==> config.mk <==
export PLATFORM = sky130hd
export DESIGN_NAME = source_token_lexer_flat
export DESIGN_NICKNAME = d
export VERILOG_FILES = /design/src/rtl/stl_pkg.sv /design/src/rtl/stl_stream_if.sv /design/src/rtl/stl_core.sv /design/src/rtl/stl_fifo.sv /design/src/rtl/source_token_lexer.sv /design/src/flat_wrapper.sv
export VERILOG_INCLUDE_DIRS = /design/src /design/src/rtl
export SDC_FILE = /design/constraint.sdc
export NUM_CORES = 1
export LEC_CHECK = 0
export BUFFER_PORTS_ARGS = -buffer_cell sky130_fd_sc_hd__clkbuf_2
export CAP_MARGIN = 20
export CELL_PAD_IN_SITES_DETAIL_PLACEMENT = 0
export CELL_PAD_IN_SITES_GLOBAL_PLACEMENT = 1
export CORE_MARGIN = 1.5
export CORE_UTILIZATION = 50
export CTS_BUF_LIST = sky130_fd_sc_hd__clkbuf_4 sky130_fd_sc_hd__clkbuf_8
export DETAILED_ROUTE_END_ITERATION = 12
export PLACE_DENSITY = 0.92
export SLEW_MARGIN = 20
export SYNTH_ARGS = -nofsm -noshare
export SYNTH_HDL_FRONTEND = slang
export SYNTH_SLANG_ARGS = --single-unit
==> constraint.sdc <==
create_clock -name clk -period 4.8 [get_ports clk]
set_clock_uncertainty 0.1 [all_clocks]
set_input_delay 1.2 -clock clk [delete_from_list [all_inputs] [get_ports clk]]
set_output_delay 1.2 -clock clk [all_outputs]
set_load 0.03 [all_outputs]
==> src/rtl/source_token_lexer_assert.svh <==
// Assertion macros shared by the lexer modules.
// Each macro expects signals named clk and rst_n in the module that uses it.
`ifndef SOURCE_TOKEN_LEXER_ASSERT_SVH
`define SOURCE_TOKEN_LEXER_ASSERT_SVH

// The condition holds at every clock edge out of reset.
`define STL_ASSERT_ALWAYS(label, cond, msg) \
  label: assert property (@(posedge clk) disable iff (!rst_n) (cond)) else $error(msg);

// The consequent holds in the same cycle as the antecedent.
`define STL_ASSERT_IMPL(label, ante, cons, msg) \
  label: assert property (@(posedge clk) disable iff (!rst_n) (ante) |-> (cons)) \
    else $error(msg);

// The consequent holds in the cycle after the antecedent.
`define STL_ASSERT_NEXT(label, ante, cons, msg) \
  label: assert property (@(posedge clk) disable iff (!rst_n) (ante) |=> (cons)) \
    else $error(msg);

`endif

==> src/rtl/stl_pkg.sv <==
package stl_pkg;

  // Lexing modes.
  typedef enum logic [3:0] {
    MODE_IDLE    = 4'd0,
    MODE_NAME    = 4'd1,
    MODE_INT     = 4'd2,
    MODE_DOT     = 4'd3,
    MODE_FLOAT   = 4'd4,
    MODE_FLOAT_D = 4'd5,
    MODE_BAD     = 4'd6,
    MODE_SPACE   = 4'd7,
    MODE_INVALID = 4'd8
  } mode_t;

  // Token tags.
  localparam logic [3:0] TAG_INVALID  = 4'd0;
  localparam logic [3:0] TAG_NAME     = 4'd1;
  localparam logic [3:0] TAG_TYPE     = 4'd2;
  localparam logic [3:0] TAG_FUNCTION = 4'd3;
  localparam logic [3:0] TAG_LET      = 4'd4;
  localparam logic [3:0] TAG_IF       = 4'd5;
  localparam logic [3:0] TAG_RETURN   = 4'd6;
  localparam logic [3:0] TAG_INT      = 4'd7;
  localparam logic [3:0] TAG_FLOAT    = 4'd8;
  localparam logic [3:0] TAG_BAD      = 4'd9;
  localparam logic [3:0] TAG_DOT      = 4'd10;
  localparam logic [3:0] TAG_SPACE    = 4'd11;
  localparam logic [3:0] TAG_NEWLINE  = 4'd12;

  // Character codes.
  localparam logic [7:0] CH_NUL   = 8'h00;
  localparam logic [7:0] CH_TAB   = 8'h09;
  localparam logic [7:0] CH_NL    = 8'h0A;
  localparam logic [7:0] CH_VT    = 8'h0B;
  localparam logic [7:0] CH_FF    = 8'h0C;
  localparam logic [7:0] CH_CR    = 8'h0D;
  localparam logic [7:0] CH_SP    = 8'h20;
  localparam logic [7:0] CH_DOT   = 8'h2E;
  localparam logic [7:0] CH_DIG0  = 8'h30;
  localparam logic [7:0] CH_DIG9  = 8'h39;
  localparam logic [7:0] CH_UPA   = 8'h41;
  localparam logic [7:0] CH_UPD   = 8'h44;
  localparam logic [7:0] CH_UPZ   = 8'h5A;
  localparam logic [7:0] CH_UNDER = 8'h5F;
  localparam logic [7:0] CH_LOA   = 8'h61;
  localparam logic [7:0] CH_LOD   = 8'h64;
  localparam logic [7:0] CH_LOZ   = 8'h7A;

  // Keywords in tag order: function, let, if, return.
  localparam int KW_NUM = 4;
  localparam logic [7:0] KW_TEXT [KW_NUM][8] = '{
    '{8'h66, 8'h75, 8'h6E, 8'h63, 8'h74, 8'h69, 8'h6F, 8'h6E},
    '{8'h6C, 8'h65, 8'h74, 8'h00, 8'h00, 8'h00, 8'h00, 8'h00},
    '{8'h69, 8'h66, 8'h00, 8'h00, 8'h00, 8'h00, 8'h00, 8'h00},
    '{8'h72, 8'h65, 8'h74, 8'h75, 8'h72, 8'h6E, 8'h00, 8'h00}
  };
  localparam logic [15:0] KW_LEN [KW_NUM] = '{16'd8, 16'd3, 16'd2, 16'd6};

  // Channel payloads.
  typedef struct packed {
    logic [7:0] text_byte;
  } byte_item_t;

  typedef struct packed {
    logic [3:0]  token_tag;
    logic [15:0] token_length;
    logic        last_of_run;
  } token_item_t;

  // Results made by one byte: count, then first and second in order.
  typedef struct packed {
    logic [1:0]  n;
    token_item_t r0;
    token_item_t r1;
  } push_t;

  // Result queue geometry.
  localparam int FIFO_DEPTH = 4;
  localparam int FIFO_AW    = 2;
  localparam int FIFO_CW    = 3;

endpackage

==> src/rtl/stl_stream_if.sv <==
interface stl_stream_if #(
  parameter type payload_t = logic [7:0]
);
  logic     valid;
  logic     ready;
  payload_t data;

  modport source (output valid, output data, input ready);
  modport sink (input valid, input data, output ready);
endinterface

==> src/rtl/stl_core.sv <==
`include "source_token_lexer_assert.svh"

module stl_core #(
  parameter logic [15:0] LEN_CAP = 16'hFFFF
) (
  input  logic           clk,
  input  logic           rst_n,
  input  logic           fire,
  input  logic [7:0]     text_byte,
  output stl_pkg::push_t push
);

  stl_pkg::mode_t mode_r, mode_nxt, ext_mode;
  logic [15:0] cnt_r, cnt_nxt, cnt_inc;
  logic [3:0]  kw_r, kw_nxt, kw_ext, kw_start;
  logic        fu_r, fu_nxt;

  logic is_upper, is_alpha, is_digit, is_word, is_blank, is_nl, is_nul, is_dot, is_d;
  logic ext;
  logic [3:0] pend_tag;
  logic has_marker;
  stl_pkg::token_item_t pend_item, mark_item;

  always_comb begin
    is_upper = (text_byte >= stl_pkg::CH_UPA) && (text_byte <= stl_pkg::CH_UPZ);
    is_alpha = is_upper || ((text_byte >= stl_pkg::CH_LOA) && (text_byte <= stl_pkg::CH_LOZ));
    is_digit = (text_byte >= stl_pkg::CH_DIG0) && (text_byte <= stl_pkg::CH_DIG9);
    is_word  = is_alpha || is_digit || (text_byte == stl_pkg::CH_UNDER);
    is_blank = (text_byte == stl_pkg::CH_SP) || (text_byte == stl_pkg::CH_TAB) ||
               (text_byte == stl_pkg::CH_CR) || (text_byte == stl_pkg::CH_VT) ||
               (text_byte == stl_pkg::CH_FF);
    is_nl    = (text_byte == stl_pkg::CH_NL);
    is_nul   = (text_byte == stl_pkg::CH_NUL);
    is_dot   = (text_byte == stl_pkg::CH_DOT);
    is_d     = (text_byte == stl_pkg::CH_LOD) || (text_byte == stl_pkg::CH_UPD);
  end

  // Saturating length step and keyword filtering at the current position.
  always_comb begin
    cnt_inc = (cnt_r < LEN_CAP) ? cnt_r + 16'd1 : LEN_CAP;
    for (int k = 0; k < stl_pkg::KW_NUM; k++) begin
      kw_ext[k]   = kw_r[k] && (cnt_r < stl_pkg::KW_LEN[k]) &&
                    (stl_pkg::KW_TEXT[k][cnt_r[2:0]] == text_byte);
      kw_start[k] = (stl_pkg::KW_TEXT[k][0] == text_byte);
    end
  end

  // Does the byte extend the pending token, and into which mode.
  always_comb begin
    ext      = 1'b0;
    ext_mode = mode_r;
    unique case (mode_r) inside
      stl_pkg::MODE_NAME: ext = is_word;
      stl_pkg::MODE_INT: begin
        if (is_digit) begin
          ext = 1'b1;
        end else if (is_dot) begin
          ext      = 1'b1;
          ext_mode = stl_pkg::MODE_FLOAT;
        end
      end
      stl_pkg::MODE_DOT: begin
        ext      = is_digit;
        ext_mode = stl_pkg::MODE_FLOAT;
      end
      stl_pkg::MODE_FLOAT: begin
        if (is_digit) begin
          ext = 1'b1;
        end else if (is_d) begin
          ext      = 1'b1;
          ext_mode = stl_pkg::MODE_FLOAT_D;
        end else if (is_alpha || (text_byte == stl_pkg::CH_UNDER)) begin
          ext      = 1'b1;
          ext_mode = stl_pkg::MODE_BAD;
        end
      end
      stl_pkg::MODE_FLOAT_D, stl_pkg::MODE_BAD: begin
        ext      = is_word;
        ext_mode = stl_pkg::MODE_BAD;
      end
      stl_pkg::MODE_SPACE: ext = is_blank;
      stl_pkg::MODE_INVALID: ext = !is_nul && !is_alpha && !is_digit && !is_dot &&
                                   !is_nl && !is_blank;
      default: ext = 1'b0;
    endcase
  end

  // Tag of the pending token; the first keyword in tag order wins.
  always_comb begin
    pend_tag = stl_pkg::TAG_INVALID;
    unique case (mode_r) inside
      stl_pkg::MODE_NAME: begin
        if (kw_r[0] && (cnt_r == stl_pkg::KW_LEN[0])) begin
          pend_tag = stl_pkg::TAG_FUNCTION;
        end else if (kw_r[1] && (cnt_r == stl_pkg::KW_LEN[1])) begin
          pend_tag = stl_pkg::TAG_LET;
        end else if (kw_r[2] && (cnt_r == stl_pkg::KW_LEN[2])) begin
          pend_tag = stl_pkg::TAG_IF;
        end else if (kw_r[3] && (cnt_r == stl_pkg::KW_LEN[3])) begin
          pend_tag = stl_pkg::TAG_RETURN;
        end else begin
          pend_tag = fu_r ? stl_pkg::TAG_TYPE : stl_pkg::TAG_NAME;
        end
      end
      stl_pkg::MODE_INT:     pend_tag = stl_pkg::TAG_INT;
      stl_pkg::MODE_DOT:     pend_tag = stl_pkg::TAG_DOT;
      stl_pkg::MODE_FLOAT,
      stl_pkg::MODE_FLOAT_D: pend_tag = stl_pkg::TAG_FLOAT;
      stl_pkg::MODE_BAD:     pend_tag = stl_pkg::TAG_BAD;
      stl_pkg::MODE_SPACE:   pend_tag = stl_pkg::TAG_SPACE;
      default:               pend_tag = stl_pkg::TAG_INVALID;
    endcase
  end

  always_comb begin
    mode_nxt   = mode_r;
    cnt_nxt    = cnt_r;
    kw_nxt     = kw_r;
    fu_nxt     = fu_r;
    push       = '0;
    has_marker = is_nul || is_nl;

    pend_item.token_tag    = pend_tag;
    pend_item.token_length = cnt_r;
    pend_item.last_of_run  = !has_marker;
    mark_item.token_tag    = is_nul ? stl_pkg::TAG_INVALID : stl_pkg::TAG_NEWLINE;
    mark_item.token_length = is_nul ? 16'd0 : 16'd1;
    mark_item.last_of_run  = 1'b1;

    if (fire) begin
      if (ext) begin
        mode_nxt = ext_mode;
        cnt_nxt  = cnt_inc;
        if (mode_r == stl_pkg::MODE_NAME) begin
          kw_nxt = kw_ext;
        end
      end else begin
        // The pending token ends here; this byte opens the next one.
        if (mode_r != stl_pkg::MODE_IDLE) begin
          push.n  = has_marker ? 2'd2 : 2'd1;
          push.r0 = pend_item;
          push.r1 = mark_item;
        end else if (has_marker) begin
          push.n  = 2'd1;
          push.r0 = mark_item;
        end
        kw_nxt = '0;
        fu_nxt = 1'b0;
        if (has_marker) begin
          mode_nxt = stl_pkg::MODE_IDLE;
          cnt_nxt  = '0;
        end else begin
          cnt_nxt = 16'd1;
          if (is_alpha || (text_byte == stl_pkg::CH_UNDER)) begin
            mode_nxt = stl_pkg::MODE_NAME;
            kw_nxt   = kw_start;
            fu_nxt   = is_upper;
          end else if (is_digit) begin
            mode_nxt = stl_pkg::MODE_INT;
          end else if (is_dot) begin
            mode_nxt = stl_pkg::MODE_DOT;
          end else if (is_blank) begin
            mode_nxt = stl_pkg::MODE_SPACE;
          end else begin
            mode_nxt = stl_pkg::MODE_INVALID;
          end
        end
      end
    end
  end

  always_ff @(posedge clk) begin
    if (!rst_n) begin
      mode_r <= stl_pkg::MODE_IDLE;
      cnt_r  <= '0;
      kw_r   <= '0;
      fu_r   <= 1'b0;
    end else begin
      mode_r <= mode_nxt;
      cnt_r  <= cnt_nxt;
      kw_r   <= kw_nxt;
      fu_r   <= fu_nxt;
    end
  end

  `STL_ASSERT_IMPL(a_nul_reports, fire && is_nul, push.n != 2'd0,
    "end of text made no result")
  `STL_ASSERT_NEXT(a_marker_idle, fire && has_marker, mode_r == stl_pkg::MODE_IDLE,
    "not idle after end of text or newline")
  `STL_ASSERT_ALWAYS(a_len_cap, cnt_r <= LEN_CAP, "token length above cap")
  `STL_ASSERT_IMPL(a_idle_clear, mode_r == stl_pkg::MODE_IDLE,
    (cnt_r == 16'd0) && (kw_r == 4'd0), "idle state not cleared")

endmodule

==> src/rtl/stl_fifo.sv <==
`include "source_token_lexer_assert.svh"

module stl_fifo (
  input  logic                 clk,
  input  logic                 rst_n,
  input  stl_pkg::push_t       push,
  output logic                 space_ok,
  stl_stream_if.source         out_chan
);

  stl_pkg::token_item_t mem_r [stl_pkg::FIFO_DEPTH];
  logic [stl_pkg::FIFO_AW-1:0] wr_ptr_r, wr_ptr_nxt, rd_ptr_r, rd_ptr_nxt;
  logic [stl_pkg::FIFO_CW-1:0] count_r, count_nxt;
  logic                        pop;

  assign pop            = out_chan.valid && out_chan.ready;
  assign out_chan.valid = (count_r != '0);
  assign out_chan.data  = mem_r[rd_ptr_r];
  // Room for the worst case of two results from one byte.
  assign space_ok       = (count_r <= stl_pkg::FIFO_CW'(stl_pkg::FIFO_DEPTH - 2));

  always_comb begin
    wr_ptr_nxt = wr_ptr_r + stl_pkg::FIFO_AW'(push.n);
    rd_ptr_nxt = rd_ptr_r + stl_pkg::FIFO_AW'(pop);
    count_nxt  = count_r + stl_pkg::FIFO_CW'(push.n) - stl_pkg::FIFO_CW'(pop);
  end

  always_ff @(posedge clk) begin
    if (push.n != 2'd0) begin
      mem_r[wr_ptr_r] <= push.r0;
    end
    if (push.n == 2'd2) begin
      mem_r[wr_ptr_r + stl_pkg::FIFO_AW'(1)] <= push.r1;
    end
  end

  always_ff @(posedge clk) begin
    if (!rst_n) begin
      wr_ptr_r <= '0;
      rd_ptr_r <= '0;
      count_r  <= '0;
    end else begin
      wr_ptr_r <= wr_ptr_nxt;
      rd_ptr_r <= rd_ptr_nxt;
      count_r  <= count_nxt;
    end
  end

  `STL_ASSERT_ALWAYS(a_fifo_bound, count_r <= stl_pkg::FIFO_CW'(stl_pkg::FIFO_DEPTH),
    "result queue overflow")
  `STL_ASSERT_ALWAYS(a_fifo_ptrs,
    (wr_ptr_r - rd_ptr_r) == count_r[stl_pkg::FIFO_AW-1:0],
    "queue pointers disagree with count")
  `STL_ASSERT_NEXT(a_fifo_hold, out_chan.valid && !out_chan.ready,
    out_chan.valid && $stable(out_chan.data), "stalled token changed")

endmodule

==> src/rtl/source_token_lexer.sv <==
// Streaming lexer for source text.
// Input channel in_chan carries one text byte per transfer; byte 0 marks end of text.
// Output channel out_chan carries one token per transfer: tag, byte length and a flag
// that marks the last token caused by a given input byte. A byte produces zero, one or
// two tokens: a token is reported only once the byte after it shows where it ends, a
// newline is reported on its own byte, and end of text flushes the pending token and
// then reports an invalid token of length 0.
// A byte accepted into the input register is decoded once the result queue has room
// for its tokens, which are then registered in the queue and offered on out_chan.
// Throughput: one byte per cycle. Each byte passes through an input register, the
// lexer state update and a four-entry result queue; a byte is decoded only while the
// queue has room for two tokens, so sustained rate is also bounded by the sink taking
// one token per cycle.
// Reset (rst_n low at a clock edge) returns the lexer to idle with no token pending
// and empties the input register and the result queue.
// When the sink stalls, queued tokens hold in order; once the queue is nearly full
// the input register stops draining and in_chan.ready drops while it holds a byte.
// Token lengths saturate at the smaller of MAX_TOKEN_LEN and 65535.
module source_token_lexer #(
  parameter longint unsigned MAX_TOKEN_LEN = 65535
) (
  input  logic         clk,
  input  logic         rst_n,
  stl_stream_if.sink   in_chan,
  stl_stream_if.source out_chan
);

  // Length cap, limited by the 16-bit length field.
  localparam logic [15:0] LEN_CAP = (MAX_TOKEN_LEN < 64'd65535) ?
                                    16'(MAX_TOKEN_LEN) : 16'hFFFF;

  logic           in_v_r;
  logic [7:0]     in_byte_r;
  logic           space_ok;
  logic           fire;
  stl_pkg::push_t push;

  // The held byte is decoded once the queue can take its results.
  assign fire          = in_v_r && space_ok;
  // The input register refills in the same cycle that it drains.
  assign in_chan.ready = !in_v_r || fire;

  always_ff @(posedge clk) begin
    if (!rst_n) begin
      in_v_r <= 1'b0;
    end else if (in_chan.valid && in_chan.ready) begin
      in_v_r <= 1'b1;
    end else if (fire) begin
      in_v_r <= 1'b0;
    end
  end

  // The byte register needs no reset; in_v_r qualifies it.
  always_ff @(posedge clk) begin
    if (in_chan.valid && in_chan.ready) begin
      in_byte_r <= in_chan.data.text_byte;
    end
  end

  stl_core #(
    .LEN_CAP (LEN_CAP)
  ) u_core (
    .clk       (clk),
    .rst_n     (rst_n),
    .fire      (fire),
    .text_byte (in_byte_r),
    .push      (push)
  );

  stl_fifo u_fifo (
    .clk      (clk),
    .rst_n    (rst_n),
    .push     (push),
    .space_ok (space_ok),
    .out_chan (out_chan)
  );

endmodule

==> src/flat_wrapper.sv <==
// flat-port wrapper written by rule: the top's interface ports become plain ports
module source_token_lexer_flat import stl_pkg::*;
#(
  parameter longint unsigned MAX_TOKEN_LEN = 65535
)
  (clk, rst_n, in_chan_valid, in_chan_data, in_chan_ready, out_chan_valid, out_chan_data, out_chan_ready);
  stl_stream_if #(.payload_t(byte_item_t)) in_chan_i ();
  stl_stream_if #(.payload_t(token_item_t)) out_chan_i ();
  input  logic clk;
  input  logic rst_n;
  input wire logic [$bits(in_chan_i.valid)-1:0] in_chan_valid;
  input wire logic [$bits(in_chan_i.data)-1:0] in_chan_data;
  output wire logic [$bits(in_chan_i.ready)-1:0] in_chan_ready;
  output wire logic [$bits(out_chan_i.valid)-1:0] out_chan_valid;
  output wire logic [$bits(out_chan_i.data)-1:0] out_chan_data;
  input wire logic [$bits(out_chan_i.ready)-1:0] out_chan_ready;
  assign in_chan_i.valid = in_chan_valid;
  assign in_chan_i.data = in_chan_data;
  assign in_chan_ready = in_chan_i.ready;
  assign out_chan_valid = out_chan_i.valid;
  assign out_chan_data = out_chan_i.data;
  assign out_chan_i.ready = out_chan_ready;
  source_token_lexer #(.MAX_TOKEN_LEN(MAX_TOKEN_LEN)) u_core (.clk(clk), .rst_n(rst_n), .in_chan(in_chan_i), .out_chan(out_chan_i));
endmodule
==> results.yml, run 1 <==
hold_path:
  hp-start: "u_core.u_fifo.mem_r[2][15]$_SDFFE_PP0P_"
  min_path_type: "flop to flop"
  hold-path-cell-count: 1
  hold_end: "u_core.u_fifo.mem_r[2][15]$_SDFFE_PP0P_"
finish:
  antenna_cells: 0
  fin_nets: 720
  multi_input_area_sq_um: 3694
  final.fill_count: 1166
  areaGrowthSynthToFinish_pct: 8.198
  drive_gt1_frac: 0.1794
  fin_area_sq_um: 7398
  layout.area.seq_sq_um: 2744
sta:
  tightest_slew_ns: 0.9239
  period_needed_ns: 4.125
  rsz0062_at_grt: "false"
  slew-limit-headroom: 0.3784
  period_share: 0.8594
  finalHoldViolCount: 0
  max_freq_ghz: 0.2424
  slew_violations: 0
  setup_tns_ns: 0
  setup_violations: 0
setup_path:
  worst_ep_required_time_ns: 5.02
  cp-start-kind: "flop"
  crit_chain: "and3_1 > a311oi_1 > a2111oi_2 > a2111o_1 > nor2_4 > nand2_1 > ha_1 > inv_1 > ha_1 > inv_1 > fa_1 > xnor2_1 > xnor2_1 > nor2_1"
  arrival_ns: 4.34
  cp_slowest_cell: "edfxtp_1"
  reg2reg_slack_ns: 0.67
  slowest_delay_ns: 0.66
  worstPathMaxFanout: 23
  r2r_cells: 14
  end_kind: "flop"
  cp_top_family: "compound AO/OA/AOI/OAI gates"
  r2r-end: "u_core.u_fifo.count_r[2]$_SDFF_PN0_"
  crit_type: "flop to flop"
  rr_startpoint: "u_core.in_byte_r[2]$_DFFE_PP_"
  path_depth: 14
  cp.buffers_inverters: 2
clock_tree:
  post_cts_resized: 0
  clk_pin_slew_ns: 0.08
  clk_path_buf_depth: 2
  clock_sinks: 125
  hold_buffers: 0
  cts_tree: "built"
  cts_made_buffers: 17
  clkLatencyLatePin_ns: 0.45
  root_buffer: "clkbuf_8"
  cts_setup_buffers: 0
  h-tree-depth: 4
die:
  die_x_um: 119.9
  placeableCoreArea_sq_um: 13300
  dieArea_sq_um: 14390
  core.rowCount: 42
  die_y_um: 119.9
  start_util: 0.5143
  boundaryPins: 35
yosys:
  synthTopCellsByCount: "101 x dfxtp_1, 80 x a22o_1, 42 x clkbuf_1, 42 x nand2_1, 35 x nor2_1"
  yosysSeqAreaShare: 0.4011
  synthMostInstantiatedCell: "dfxtp_1"
  synth_top_area_share: 0.2957
  syn_inst: 702
  ys_seq_elements: 125
  synthesis.nets: 727
  yosysUniqueCellTypes: 77
  synth_area_leaders: "dfxtp_1 30%, edfxtp_1 11%, a22o_1 10%"
  syn_area_per_cell_sq_um: 9.740
  async_reset_ff_frac: 0
  synth_edf_count: 24
  ys_warn_count: 0
  syn_area_sq_um: 6838
  synth-main-ff-cell: "dfxtp_1"
  synth_top_area_cell: "dfxtp_1"
global_route:
  grt_max_degree: 27
  grt_pass1_vias: 5487
  grt-ovfl-total: 0
  grt_pass1_wl_mm: 28.20
  antenna_found_initial: 0
  grtUsageTotal: 0.2466
routing:
  wl_mm: 16.98
  vias_per_cell: 6.264
  dr.pass1.iters: 9
  drc: 2
  drtAntennaViolNets: 0
  vias: 5537
  drt_iter0_drc: 486
  wl_per_cell_um: 19.20
placement:
  port-buffer-count: 34
  gp_congestion: 0.9207
  dpl-instance-area_sq_um: 6999
  dpl.hpwl_mm: 11.31
power_and_ir_drop:
  power_leakage_nw: 2.698
  p_per_area_nw_per_um2: 388.3
  vdd_drop_max_mv: 0.1570
outcome:
  status: "complete, but fails checks"
  violations: "design-rule violations"
job:
  maxCapViolations: 0
## report_power, final
part           switching [W]  internal (W)  total, W
Sequential         0.0000894       0.00112   0.00121
Combinational       0.000439      0.000277  0.000716
Clock               0.000472      0.000479  0.000951
Total                0.00100       0.00187   0.00287
## cell families after synthesis
| logic type | after synthesis | share of synthesized area |
|---|---|---|
| compound gates | 206 | 0.2293 |
| flops | 125 | 0.4011 |
| fa+ha+maj | 13 | 0.02489 |
| xor+xnor | 17 | 0.02177 |
| simple gates | 220 | 0.1890 |
| buf+inv | 96 | 0.05874 |
| mux | 25 | 0.07521 |
## worst register-to-register path, delay by kind of cell, from the launching register on
family	cells	cell delay (ns)
AOI/OAI and AO/OA	3	1.18
xor gates and xnor gates	2	0.35
adders and majority gates	3	0.78
buffers and inverters	2	0.10
DFF	1	0.66
and+or+nand+nor	4	0.82
## layout make-up
class / count / area share
multi-input combinational: 481 / 0.4992
sequential: 125 / 0.3709
timing repair buffer: 44 / 0.03315
clock buffer: 18 / 0.03264
tap: 176 / 0.02976
clock inverter: 14 / 0.02114
inverter: 26 / 0.01319
## flip-flops by register name, indices dropped and copies added (netlist names)
| name | cells |
|---|---|
| u_core.u_core.kw_r | 4 |
| u_core.in_byte_r | 8 |
| u_core.u_core.mode_r | 4 |
| u_core.u_fifo.rd_ptr_r | 2 |
| u_core.u_core.cnt_r | 16 |
| u_core.u_fifo.mem_r | 84 |
| u_core.u_fifo.count_r | 3 |
| u_core.in_v_r | 1 |
| u_core.u_core.fu_r | 1 |
| u_core.u_fifo.wr_ptr_r | 2 |
## stage by stage
stage / cells / setup WS, ns / hold WS, ns / util / power [W]
after detailed placement: 852 / 0.7048 / 0.3558 / 0.5264 / 0.001944
after global routing: 884 / 0.2830 / 0.4017 / 0.5565 / 0.003011
after floorplan: 702 / 1.231 / 0.3271 / - / 0.001784
final: 884 / 0.6749 / 0.3751 / 0.5565 / 0.002873
after CTS: 884 / 0.6725 / 0.3746 / 0.5564 / 0.002885
after global placement: 852 / 0.8137 / 0.3408 / 0.5264 / 0.001927
## routing by layer
layer	global-route usage	vias up	wire (um)	part of all wire
met5	0	-	0	0
met3	0.04230	22	773	0.046
met2	0.4061	157	8225	0.48
met1	0.3281	2712	7687	0.45
met4	0.08408	0	289	0.017
li1	-	2646	-	-
## placed cells by master, fill, tap and decap left out, types with 12 or more instances in the layout
cell      instances
ha_1             12
nor4_1           13
a22o_1           80
o21ai_0          25
a21oi_1          27
nand3_1          13
nand2_1          42
clkbuf_8         17
nor3_1           24
clkbuf_2         34
dfxtp_1         100
o22ai_1          13
edfxtp_1         24
nand2b_1         13
or3_1            12
mux4_2           21
inv_1            21
nor2_1           35
## how the worst max path moves through the flow
| stage | slack, ns | to | start |
|---|---|---|---|
| finish | 0.67 | u_core.u_fifo.count_r[2]$_SDFF_PN0_ | u_core.in_byte_r[2]$_DFFE_PP_ |
| global route | 0.28 | u_core.u_fifo.count_r[2]$_SDFF_PN0_ | u_core.in_byte_r[3]$_DFFE_PP_ |
| CTS | 0.67 | u_core.u_fifo.count_r[2]$_SDFF_PN0_ | u_core.in_byte_r[2]$_DFFE_PP_ |
| detailed placement | 0.70 | u_core.u_fifo.count_r[2]$_SDFF_PN0_ | u_core.in_byte_r[2]$_DFFE_PP_ |
| global placement | 0.81 | u_core.u_fifo.count_r[2]$_SDFF_PN0_ | u_core.in_byte_r[2]$_DFFE_PP_ |
| floorplan | 1.23 | u_core.u_fifo.count_r[2]$_SDFF_PN0_ | u_core.in_byte_r[0]$_DFFE_PP_ |
Note: power is estimated with default switching activity, not from simulation.
==> inputs of run 2 (changes only) <==
--- a/config.mk
+++ b/config.mk
@@ -12,7 +12,7 @@
 export CELL_PAD_IN_SITES_GLOBAL_PLACEMENT = 1
 export CORE_MARGIN = 1.5
 export CORE_UTILIZATION = 50
-export CTS_BUF_LIST = sky130_fd_sc_hd__clkbuf_4 sky130_fd_sc_hd__clkbuf_8
+export CTS_BUF_LIST = sky130_fd_sc_hd__clkbuf_8
 export DETAILED_ROUTE_END_ITERATION = 12
 export PLACE_DENSITY = 0.92
 export SLEW_MARGIN = 20
==> run 2 against run 1 <==
The flow now finishes without violations. Wire length up 0.52%. First-iteration DRC count up 0.21%. Sequential power about the same. Largest cell class unchanged. Highest routed layer unchanged.
==> results.yml, run 2 (synthesis gave the netlist of run 1 again) <==
outcome:
  status: "finished, final reports clean"
sta:
  max_freq_ghz: 0.2420
  finalHoldViolCount: 0
  worst_slack_ns: 0.6672
  period_share: 0.8610
  slew-limit-headroom: 0.3905
  hold_ws_ns: 0.3763
  slew_violations: 0
  rsz0062_at_grt: "false"
  setup_tns_ns: 0
  setup_violations: 0
  period_needed_ns: 4.133
  tightest_slew_ns: 0.9060
global_route:
  grt_max_degree: 27
  grt_pass1_wl_mm: 28.25
  grt_pass1_vias: 5461
  antenna_found_initial: 0
  grtUsageTotal: 0.2465
  grt-ovfl-total: 0
die:
  start_util: 0.5143
  boundaryPins: 35
  die_y_um: 119.9
  placeableCoreArea_sq_um: 13300
  die_x_um: 119.9
  core.rowCount: 42
  dieArea_sq_um: 14390
routing:
  drt_iter0_drc: 487
  dr.pass1.iters: 5
  vias_per_cell: 6.290
  wl_per_cell_um: 19.30
  drc: 0
  vias: 5560
  drtAntennaViolNets: 0
  wl_mm: 17.06
setup_path:
  cp-start-kind: "flop"
  rr_startpoint: "u_core.in_byte_r[2]$_DFFE_PP_"
  crit_type: "flop to flop"
  worst_ep_required_time_ns: 5.01
  reg2reg_slack_ns: 0.67
  arrival_ns: 4.35
  slowest_delay_ns: 0.66
  end_kind: "flop"
  cp_slowest_cell: "edfxtp_1"
  r2r_cells: 14
  r2r-end: "u_core.u_fifo.count_r[2]$_SDFF_PN0_"
  worstPathMaxFanout: 23
  crit_chain: "and3_1 > a311oi_1 > a2111oi_2 > a2111o_1 > nor2_4 > nand2_1 > ha_1 > inv_1 > ha_1 > inv_1 > fa_1 > xnor2_1 > xnor2_1 > nor2_1"
finish:
  largest_reg_flops: 84
  mostFrequentLayoutCell: "dfxtp_1"
  areaGrowthSynthToFinish_pct: 8.143
  fin_nets: 720
  largest_registers: "u_core.u_fifo.mem_r (84), u_core.u_core.cnt_r (16), u_core.in_byte_r (8)"
  top_register: "u_core.u_fifo.mem_r"
  antenna_cells: 0
  final.fill_count: 1167
  mostFrequentLayoutCells: "100 x dfxtp_1, 80 x a22o_1, 42 x nand2_1"
  drive_gt1_frac: 0.1780
placement:
  dpl.hpwl_mm: 11.31
  place_ws_ns: 0.7048
  port-buffer-count: 34
  gp_congestion: 0.9207
power_and_ir_drop:
  power_leakage_nw: 2.699
  power.total_w: 0.002867
  p_per_area_nw_per_um2: 387.8
  vdd_drop_max_mv: 0.1551
clock_tree:
  cts_tree: "built"
  hold_buffers: 0
  clk_path_buf_depth: 2
  h-tree-depth: 4
  clock_sinks: 125
  root_buffer: "clkbuf_8"
  cts_made_buffers: 17
  clkLatencyLatePin_ns: 0.45
  clk_pin_slew_ns: 0.08
  post_cts_resized: 0
  cts_setup_buffers: 0
hold_path:
  hold_end: "u_core.u_fifo.mem_r[2][15]$_SDFFE_PP0P_"
  hp-start: "u_core.u_fifo.mem_r[2][15]$_SDFFE_PP0P_"
  hold-path-cell-count: 1
  min_path_type: "flop to flop"
job:
  maxCapViolations: 0
run 2: cell count changes in the layout (fill, tap and decap cells not counted):
cell / previous run / this run
clkbuf_4: 1 / 0
inv_1: 21 / 22
run 2: layout make-up:
type,count,area (sq um),share of cell area
clock buffer,17,234.0,0.03164
timing repair buffer,44,245.2,0.03316
multi-input combinational,481,3694,0.4995
tap,176,220.2,0.02978
clock inverter,15,160.2,0.02166
sequential,125,2744,0.3711
inverter,26,97.59,0.01320
run 2: how the worst max path moves through the flow:
stage | start | end | slack, ns | cells past startpoint
after floorplan | u_core.in_byte_r[0]$_DFFE_PP_ | u_core.u_fifo.count_r[2]$_SDFF_PN0_ | 1.23 | 15
after global placement | u_core.in_byte_r[2]$_DFFE_PP_ | u_core.u_fifo.count_r[2]$_SDFF_PN0_ | 0.81 | 14
after detailed placement | u_core.in_byte_r[2]$_DFFE_PP_ | u_core.u_fifo.count_r[2]$_SDFF_PN0_ | 0.70 | 14
after CTS | u_core.in_byte_r[2]$_DFFE_PP_ | u_core.u_fifo.count_r[2]$_SDFF_PN0_ | 0.67 | 14
after global routing | u_core.in_byte_r[3]$_DFFE_PP_ | u_core.u_fifo.count_r[2]$_SDFF_PN0_ | 0.28 | 14
final | u_core.in_byte_r[2]$_DFFE_PP_ | u_core.u_fifo.count_r[2]$_SDFF_PN0_ | 0.67 | 14
run 2: layer usage:
metal  track usage  vias up  part of all wire
met5             0        -                 0
met4       0.07738        0             0.017
met3       0.04230       25             0.052
met2        0.4061      193              0.48
met1        0.3305     2700              0.45
li1              -     2642                 -
run 2: critical path, delay by kind of cell (launching register included):
| family | cells | cell delay [ns] |
|---|---|---|
| XOR/XNOR | 2 | 0.35 |
| flip-flops | 1 | 0.66 |
| AND/OR/NAND/NOR | 4 | 0.82 |
| AO/OA/AOI/OAI | 3 | 1.18 |
| buffers and inverters | 2 | 0.10 |
| adder cells (fa/ha/maj) | 3 | 0.78 |
run 2: where the power goes:
group | switching [W] | internal [W] | total [W]
Combinational | 0.000439 | 0.000277 | 0.000716
Sequential | 0.0000896 | 0.00112 | 0.00121
Clock | 0.000474 | 0.000471 | 0.000946
run 2: through the flow:
step                  util  area, sq um  cells
floorplan                -         6838    702
finish              0.5562         7395    884
CTS                 0.5561         7393    884
detailed placement  0.5264         6999    852
global route        0.5562         7395    884
global placement    0.5264         6999    852
